==> src/hw/rtl/double_ended_queue_unit_macros.svh <==
// ----------------------------------------------------------------------------
// Assertion macros for the double-ended queue unit.
// Both macros check a property on the rising clock edge while reset is off.
// ----------------------------------------------------------------------------
`ifndef DOUBLE_ENDED_QUEUE_UNIT_MACROS_SVH
`define DOUBLE_ENDED_QUEUE_UNIT_MACROS_SVH

// The consequent must hold in the same cycle as the antecedent.
`define DQU_ASSERT_SAME(label, clk, rst_n, ante, cons, msg) \
    label: assert property (@(posedge clk) disable iff (!rst_n) (ante) |-> (cons)) \
        else $error(msg);

// The consequent must hold in the cycle after the antecedent.
`define DQU_ASSERT_NEXT(label, clk, rst_n, ante, cons, msg) \
    label: assert property (@(posedge clk) disable iff (!rst_n) (ante) |=> (cons)) \
        else $error(msg);

`endif

==> src/hw/rtl/dqu_pkg.sv <==
// ----------------------------------------------------------------------------
// dqu_pkg
// Types and codes shared by the double-ended queue unit and its submodules.
// ----------------------------------------------------------------------------
`default_nettype none

package dqu_pkg;

    localparam int unsigned VALUE_W = 64;
    localparam int unsigned ENTRY_W = 5;

    typedef enum logic [2:0] {
        OP_PUSH_FRONT = 3'd0,
        OP_PUSH_BACK  = 3'd1,
        OP_POP_FRONT  = 3'd2,
        OP_POP_BACK   = 3'd3,
        OP_REVERSE    = 3'd4,
        OP_PEEK       = 3'd5
    } dqu_op_t;

    typedef enum logic [1:0] {
        ST_OK        = 2'd0,
        ST_UNDERFLOW = 2'd1,
        ST_OVERFLOW  = 2'd2
    } dqu_status_t;

    // Opcode travels as raw bits so that the unused codes can be carried.
    typedef struct packed {
        logic [2:0]         opcode;
        logic [VALUE_W-1:0] push_value;
    } dqu_in_t;

    typedef struct packed {
        logic [VALUE_W-1:0] front_value;
        logic [VALUE_W-1:0] back_value;
        logic [ENTRY_W-1:0] entry_count;
        logic               is_empty;
        logic [1:0]         status;
    } dqu_out_t;

    // Commands from the controller to the datapath.
    typedef struct packed {
        logic capture;
        logic execute;
        logic fetch;
    } dqu_cmd_t;

endpackage

`default_nettype wire

==> src/hw/rtl/dqu_ctrl.sv <==
// ----------------------------------------------------------------------------
// dqu_ctrl
// Sequencer of the queue unit: accept, update, read back, respond.
// ----------------------------------------------------------------------------
`default_nettype none

module dqu_ctrl
(
    input  wire logic            clk,
    input  wire logic            rst_n,
    input  wire logic            start,
    output logic                 busy,
    output logic                 done,
    output dqu_pkg::dqu_cmd_t    cmd
);
    import dqu_pkg::*;

    typedef enum logic [1:0] {
        S_IDLE,
        S_EXEC,
        S_READ,
        S_RESP
    } state_t;

    state_t state_reg;
    logic   busy_reg;
    logic   done_reg;
    logic   accept;

    assign accept = start && !busy_reg;

    always_comb
    begin
        cmd.capture = accept;
        cmd.execute = (state_reg == S_EXEC);
        cmd.fetch   = (state_reg == S_READ);
    end

    assign busy = busy_reg;
    assign done = done_reg;

    always_ff @(posedge clk or negedge rst_n)
    begin
        if (!rst_n)
        begin
            state_reg <= S_IDLE;
            busy_reg  <= 1'b0;
            done_reg  <= 1'b0;
        end
        else
        begin
            unique case (state_reg)
                S_IDLE:
                begin
                    done_reg <= 1'b0;
                    if (accept)
                    begin
                        state_reg <= S_EXEC;
                        busy_reg  <= 1'b1;
                    end
                end
                S_EXEC:
                begin
                    state_reg <= S_READ;
                end
                S_READ:
                begin
                    state_reg <= S_RESP;
                    busy_reg  <= 1'b0;
                    done_reg  <= 1'b1;
                end
                S_RESP:
                begin
                    // A new word may be taken while the result is on the port.
                    done_reg <= 1'b0;
                    if (accept)
                    begin
                        state_reg <= S_EXEC;
                        busy_reg  <= 1'b1;
                    end
                    else
                    begin
                        state_reg <= S_IDLE;
                    end
                end
                default:
                begin
                    state_reg <= S_IDLE;
                    busy_reg  <= 1'b0;
                    done_reg  <= 1'b0;
                end
            endcase
        end
    end

endmodule

`default_nettype wire

==> src/hw/rtl/dqu_datapath.sv <==
// ----------------------------------------------------------------------------
// dqu_datapath
// Ring store, head pointer, count and reversal flag of the queue unit.
// ----------------------------------------------------------------------------
`default_nettype none

module dqu_datapath
#(
    parameter int unsigned DEPTH = 16
)
(
    input  wire logic              clk,
    input  wire logic              rst_n,
    input  wire dqu_pkg::dqu_cmd_t cmd,
    input  wire dqu_pkg::dqu_in_t  item,
    output dqu_pkg::dqu_out_t      result
);
    import dqu_pkg::*;

    localparam int unsigned AW = $clog2(DEPTH);
    localparam int unsigned CW = $clog2(DEPTH + 1);
    localparam logic [AW-1:0] LAST_SLOT = AW'(DEPTH - 1);
    localparam logic [AW:0]   DEPTH_X   = (AW + 1)'(DEPTH);
    localparam logic [CW-1:0] FULL_CNT  = CW'(DEPTH);

    logic [VALUE_W-1:0] mem [DEPTH];

    logic [2:0]         op_reg;
    logic [VALUE_W-1:0] value_reg;
    logic [AW-1:0]      head_reg, head_next;
    logic [CW-1:0]      count_reg, count_next;
    logic               rev_reg, rev_next;
    logic [1:0]         status_reg, status_next;
    logic [VALUE_W-1:0] rd_head_reg, rd_tail_reg;

    logic               wr_en;
    logic [AW-1:0]      wr_addr;
    logic [AW-1:0]      head_inc, head_dec;
    logic [AW:0]        end_sum, tail_sum;
    logic [AW-1:0]      end_slot, tail_slot;
    logic               at_head;
    logic [31:0]        count_ext;

    always_comb
    begin
        head_inc = (head_reg == LAST_SLOT) ? '0 : head_reg + 1'b1;
        head_dec = (head_reg == '0) ? LAST_SLOT : head_reg - 1'b1;

        // One past the tail; stays below twice the depth.
        end_sum  = {1'b0, head_reg} + (AW + 1)'(count_reg);
        end_slot = (end_sum >= DEPTH_X) ? AW'(end_sum - DEPTH_X) : end_sum[AW-1:0];

        // Tail slot; only meaningful when the queue holds a value.
        tail_sum  = end_sum - 1'b1;
        tail_slot = (tail_sum >= DEPTH_X) ? AW'(tail_sum - DEPTH_X) : tail_sum[AW-1:0];
    end

    always_comb
    begin
        head_next   = head_reg;
        count_next  = count_reg;
        rev_next    = rev_reg;
        status_next = ST_OK;
        wr_en       = 1'b0;
        wr_addr     = end_slot;
        at_head     = 1'b0;
        case (op_reg)
            OP_PUSH_FRONT, OP_PUSH_BACK:
            begin
                at_head = (op_reg == OP_PUSH_FRONT) ^ rev_reg;
                if (count_reg == FULL_CNT)
                begin
                    status_next = ST_OVERFLOW;
                end
                else
                begin
                    wr_en      = 1'b1;
                    count_next = count_reg + 1'b1;
                    if (at_head)
                    begin
                        head_next = head_dec;
                        wr_addr   = head_dec;
                    end
                end
            end
            OP_POP_FRONT, OP_POP_BACK:
            begin
                at_head = (op_reg == OP_POP_FRONT) ^ rev_reg;
                if (count_reg == '0)
                begin
                    status_next = ST_UNDERFLOW;
                end
                else
                begin
                    count_next = count_reg - 1'b1;
                    if (at_head)
                    begin
                        head_next = head_inc;
                    end
                end
            end
            OP_REVERSE:
            begin
                rev_next = !rev_reg;
            end
            default:
            begin
                // Peek and the unused codes leave the state alone.
            end
        endcase
    end

    always_ff @(posedge clk)
    begin
        if (cmd.capture)
        begin
            op_reg    <= item.opcode;
            value_reg <= item.push_value;
        end
        if (cmd.execute)
        begin
            status_reg <= status_next;
            if (wr_en)
            begin
                mem[wr_addr] <= value_reg;
            end
        end
        if (cmd.fetch)
        begin
            rd_head_reg <= mem[head_reg];
            rd_tail_reg <= mem[tail_slot];
        end
    end

    always_ff @(posedge clk or negedge rst_n)
    begin
        if (!rst_n)
        begin
            head_reg  <= '0;
            count_reg <= '0;
            rev_reg   <= 1'b0;
        end
        else if (cmd.execute)
        begin
            head_reg  <= head_next;
            count_reg <= count_next;
            rev_reg   <= rev_next;
        end
    end

    assign count_ext = 32'(count_reg);

    always_comb
    begin
        result.is_empty    = (count_reg == '0);
        result.entry_count = count_ext[ENTRY_W-1:0];
        result.status      = status_reg;
        if (count_reg == '0)
        begin
            result.front_value = '0;
            result.back_value  = '0;
        end
        else
        begin
            result.front_value = rev_reg ? rd_tail_reg : rd_head_reg;
            result.back_value  = rev_reg ? rd_head_reg : rd_tail_reg;
        end
    end

endmodule

`default_nettype wire

==> src/hw/rtl/double_ended_queue_unit.sv <==
// ----------------------------------------------------------------------------
// double_ended_queue_unit
// Bounded double-ended queue of 64-bit values with push, pop, reverse, peek.
// ----------------------------------------------------------------------------
// The unit takes one command word at a rising edge where start is high and
// busy is low. The word holds an opcode and a value for the push commands.
// After the update the unit reports the front and back values, the number of
// stored values, an empty flag and a status (ok, underflow, overflow).
// The result word is on the result port for exactly one cycle while done is
// high; the receiver cannot hold it off, so it must take it in that cycle.
// After the accepting edge the sequencer first updates the pointers and
// writes the ring store, then reads the head and tail entries through the
// store's two read ports, and then presents the registered result. Busy drops
// in the done cycle, so a new word may be taken while the result is shown;
// until then busy holds new words off, as the store's read-after-write needs.
// Reset clears the head pointer, the count, the reversal flag and the
// sequencer. The ring store needs no clearing, because only written entries
// are ever shown.
// ----------------------------------------------------------------------------
`default_nettype none
`include "double_ended_queue_unit_macros.svh"

module double_ended_queue_unit
#(
    parameter int unsigned DEPTH = 16
)
(
    input  wire logic              clk,
    input  wire logic              rst_n,
    input  wire logic              start,
    output logic                   busy,
    input  wire dqu_pkg::dqu_in_t  item,
    output logic                   done,
    output dqu_pkg::dqu_out_t      result
);
    import dqu_pkg::*;

    // Command bundle from the sequencer to the datapath.
    dqu_cmd_t cmd;

    // The sequencer walks through accept, update, read back and respond.
    dqu_ctrl u_ctrl
    (
        .clk   (clk),
        .rst_n (rst_n),
        .start (start),
        .busy  (busy),
        .done  (done),
        .cmd   (cmd)
    );

    // The datapath holds the ring store and the queue pointers.
    dqu_datapath #(
        .DEPTH (DEPTH)
    ) u_datapath
    (
        .clk    (clk),
        .rst_n  (rst_n),
        .cmd    (cmd),
        .item   (item),
        .result (result)
    );

    // A result is only produced after a word was in flight.
    `DQU_ASSERT_SAME(a_done_after_busy, clk, rst_n, done, $past(busy), "done without prior work")

    // An accepted word keeps the unit busy in the following cycle.
    `DQU_ASSERT_NEXT(a_accept_busy, clk, rst_n, start && !busy, busy && !done, "accept not held")

    // The done strobe lasts a single cycle.
    `DQU_ASSERT_NEXT(a_done_pulse, clk, rst_n, done, !done, "done held for two cycles")

    // An empty queue reports zero at both ends.
    `DQU_ASSERT_SAME(a_empty_zero, clk, rst_n, done && result.is_empty, (result.front_value == '0) && (result.back_value == '0), "empty queue shows a value")

endmodule

`default_nettype wire
==> config.mk <==
export PLATFORM = sky130hd
export DESIGN_NAME = double_ended_queue_unit
export DESIGN_NICKNAME = d
export VERILOG_FILES = /design/src/hw/rtl/dqu_pkg.sv /design/src/hw/rtl/dqu_ctrl.sv /design/src/hw/rtl/dqu_datapath.sv /design/src/hw/rtl/double_ended_queue_unit.sv
export VERILOG_INCLUDE_DIRS = /design/src /design/src/hw/rtl
export SDC_FILE = /design/constraint.sdc
export NUM_CORES = 2
export LEC_CHECK = 0
export BUFFER_PORTS_ARGS = -buffer_cell sky130_fd_sc_hd__buf_2
export CAP_MARGIN = 10
export CORE_MARGIN = 4
export CORE_UTILIZATION = 58
export CTS_BUF_LIST = sky130_fd_sc_hd__clkbuf_4 sky130_fd_sc_hd__clkbuf_8
export DETAILED_ROUTE_END_ITERATION = 12
export HOLD_SLACK_MARGIN = 0.12
export PLACE_DENSITY = 0.86
export RECOVER_POWER = 50
export SETUP_SLACK_MARGIN = 0.4
export SYNTH_ARGS = -nofsm -noshare
export SYNTH_HDL_FRONTEND = slang
export SYNTH_SLANG_ARGS = --single-unit
==> constraint.sdc <==
create_clock -name clk -period 4.75 [get_ports clk]
set_input_delay 0.95 -clock clk [delete_from_list [all_inputs] [get_ports clk]]
set_output_delay 0.95 -clock clk [all_outputs]
set_load 0.005 [all_outputs]
==> flow_metrics.env <==
export IMPL_clockRootBuffer="clkbuf_8"
export IMPL_clock_skew_ps=65.1
export IMPL_synth_distinct_cells=47
export IMPL_die_h_um=319
export IMPL_start_util_pct=58.8
export IMPL_final_antenna_net_count=0
export IMPL_grt_first_pass_wirelength_um=217000
export IMPL_syn_to_final_growth_pct=11.5
export IMPL_drt_pass1_iterations=6
export IMPL_drive_gt1_share_pct=32.2
export IMPL_grt_use_total_pct=28.8
export IMPL_drv_slew=154
export IMPL_synth_fa_ha_area_share_pct=0.406
export IMPL_relSlewSlack_pct=-158
export IMPL_synthCells=3094
export IMPL_start_kind="flop"
export IMPL_async_flop_share_pct=1.13
export IMPL_routedWlPerCell_um=30.9
export IMPL_core_area_sq_um=95400
export IMPL_status="complete, but fails checks"
export IMPL_nets=3430
export IMPL_largest_reg_flops=1024
export IMPL_synthXorXnorAreaFrac_pct=0.319
export IMPL_min_path_cells=1
export IMPL_synth_compound_area_share_pct=2.89
export IMPL_maxCapViolations=3
export IMPL_crit_path_end_kind="output pin"
export IMPL_clk_pin_slew_ps=60
export IMPL_syn_num_nets=3181
export IMPL_synth_edff_count=1221
export IMPL_worst_r2r_path_depth=2
export IMPL_max_freq_mhz=239
export IMPL_numCtsBuffers=190
export IMPL_drt_wl_total_um=147000
export IMPL_violations="max-capacitance violations, max-slew violations"
export IMPL_cts_tree="built"
export IMPL_crit_slowest_cell="dfrtp_4"
export IMPL_regMostFlops="u_datapath.mem"
export IMPL_rsz0062_at_grt="false"
export IMPL_vias=33500
export IMPL_fp_row_count=113
export IMPL_cts_sinks=1235
export IMPL_die_area_sq_um=102000
export IMPL_hp_class="primary input to flop"
export IMPL_cts_htree_levels=4
export IMPL_die_x_um=319
export IMPL_fin_ws_ps=572
export IMPL_worstSetupPathType="flop to output pin"
export IMPL_ys_flop_type="edfxtp_1"
export IMPL_tns_ps=0
export IMPL_cp_arrival_ps=3230
export IMPL_dpl_hpwl_um=79500
export IMPL_syn_cell_area_sq_um=56100
export IMPL_cts_resized=0
export IMPL_placed_cell_area_sq_um=58900
export IMPL_viasPerCell=7.04
export IMPL_period_share_pct=88.0
export IMPL_pre_cts_slack_ps=919
export IMPL_synth_top_family_by_area="multiplexers"
export IMPL_synthSimpleGateAreaFrac_pct=5.44
export IMPL_first_iter_violations=5350
export IMPL_grt_start_max_net_pins=122
export IMPL_yosysSeqAreaShare_pct=66.0
export IMPL_grt_pass1_vias=34300
export IMPL_setup_viol=0
export IMPL_finalCriticalPeriod_ps=4180
export IMPL_yosys_warnings=0
export IMPL_critPathMaxStageDelay_ps=760
export IMPL_final_design_area_no_fill_sq_um=62600
export IMPL_worstMarginPinSlew_ps=3870
export IMPL_grt_overflow_total=0
export IMPL_worstPathMaxFanout=102
export IMPL_drc=0
export IMPL_required_ps=3800
export IMPL_post_synth_cell_area_avg_sq_um=18.1
export IMPL_cts_buffer_depth=3
export IMPL_finalHoldViolations=0
export IMPL_yosys_register_bits=1235
export IMPL_ios=208
export IMPL_antenna_found_initial=4
export IMPL_port_buffers=207
export IMPL_whs_ps=252
export IMPL_synthMuxAreaShare_pct=23.0
export IMPL_path_cells="buf_12 > mux2i_1 > nor2_1 > buf_2"
export IMPL_routabilityCongestion=0.793
export IMPL_clk_latency_ps=900
cells by family (layout without fill, tap and decap cells):
logic type | count (synthesis) | after routing
compound gates | 223 | 223
xor+xnor | 17 | 17
fa+ha+maj | 17 | 17
buf+inv | 244 | 640
flops | 1235 | 1235
mux | 646 | 646
other cells | 0 | 2
simple gates | 712 | 712
what timing repair did:
item	in CTS	in global routing
hold buffers	1	0
buffers inserted	0	0
hold endpoints to repair	14	0
endpoints found under the setup margin	0	0
worst paths after layout:
kind / startpoint / to / slack (ps)
max: u_datapath.rev_reg / result[72] / 570
min: item[19] / u_datapath.value_reg[19] / 250
max reg2reg: u_ctrl.busy / u_datapath.value_reg[37] / 590
min reg2reg: u_ctrl.done / u_ctrl.done / 520
max in group asynchronous: rst_n / u_datapath.rev_reg / 3360
min in group asynchronous: rst_n / u_datapath.head_reg[1] / 690
synthesized netlist by cell type (9+ instances only):
| master | count | area [sq um] |
|---|---|---|
| nor2_1 | 153 | 574 |
| o21ai_0 | 11 | 55.1 |
| edfxtp_1 | 1221 | 36700 |
| inv_1 | 13 | 48.8 |
| a31oi_1 | 110 | 688 |
| buf_4 | 9 | 67.6 |
| and3_1 | 65 | 407 |
| buf_2 | 99 | 495 |
| ha_1 | 15 | 188 |
| a211oi_1 | 64 | 480 |
| clkbuf_1 | 99 | 372 |
| nand2_1 | 413 | 1550 |
| mux2i_1 | 131 | 1310 |
| a31oi_2 | 20 | 250 |
| dfrtp_1 | 14 | 350 |
| and2_1 | 64 | 400 |
| xnor2_1 | 9 | 78.8 |
| buf_1 | 18 | 67.6 |
| mux4_2 | 512 | 11500 |
area by class of cell:
type | instances | area [sq um]
Sequential cell | 1235 | 37000
Clock inverter | 102 | 803
Tap cell | 1265 | 1580
Fill cell | 5904 | 32900
Inverter | 13 | 50.0
Clock buffer | 237 | 2970
Antenna cell | 2 | 5.00
Timing Repair Buffer | 288 | 1970
Multi-Input combinational cell | 1615 | 18100
critical path: cells and delay by family (launching register included):
| kind | cells | cell delay [ps] |
|---|---|---|
| buf+inv | 2 | 860 |
| flops | 1 | 760 |
| simple gates | 1 | 420 |
| mux | 1 | 210 |
per-stage QoR:
| stage | util (%) | cells |
|---|---|---|
| final | 65.6 | 4757 |
| after CTS | 65.6 | 4755 |
| after global routing | 65.6 | 4757 |
| after floorplan | - | 3094 |
| after global placement | 61.7 | 4415 |
| after detailed placement | 61.7 | 4415 |
metal layers:
metal / vias to the layer above / GRT usage [%] / part of all wire [%]
met5: - / 0 / 0
met2: 3029 / 46.9 / 49
met4: 0 / 12.9 / 4.4
met1: 16900 / 37.9 / 33
li1: 13200 / - / -
met3: 450 / 6.55 / 13
layout by cell type (no fill, tap or decap), drive strengths merged, types with 5 or more instances in the layout:
cell type	Yosys	layout
dfrtp	14	14
mux2i	131	131
buf	132	259
o21ai	12	12
clkinvlp	0	5
edfxtp	1221	1221
inv	13	20
and3	65	65
clkbuf	99	265
and2	64	64
bufinv	0	9
xor2	6	6
clkinv	0	81
ha	15	15
a211oi	64	64
a21oi	6	6
nand2	413	413
a31oi	130	130
nor2	153	153
mux4	512	512
xnor2	10	10
Power is not shown: default switching activity piles up to over one toggle a cycle in this logic, so the estimate is an artifact.
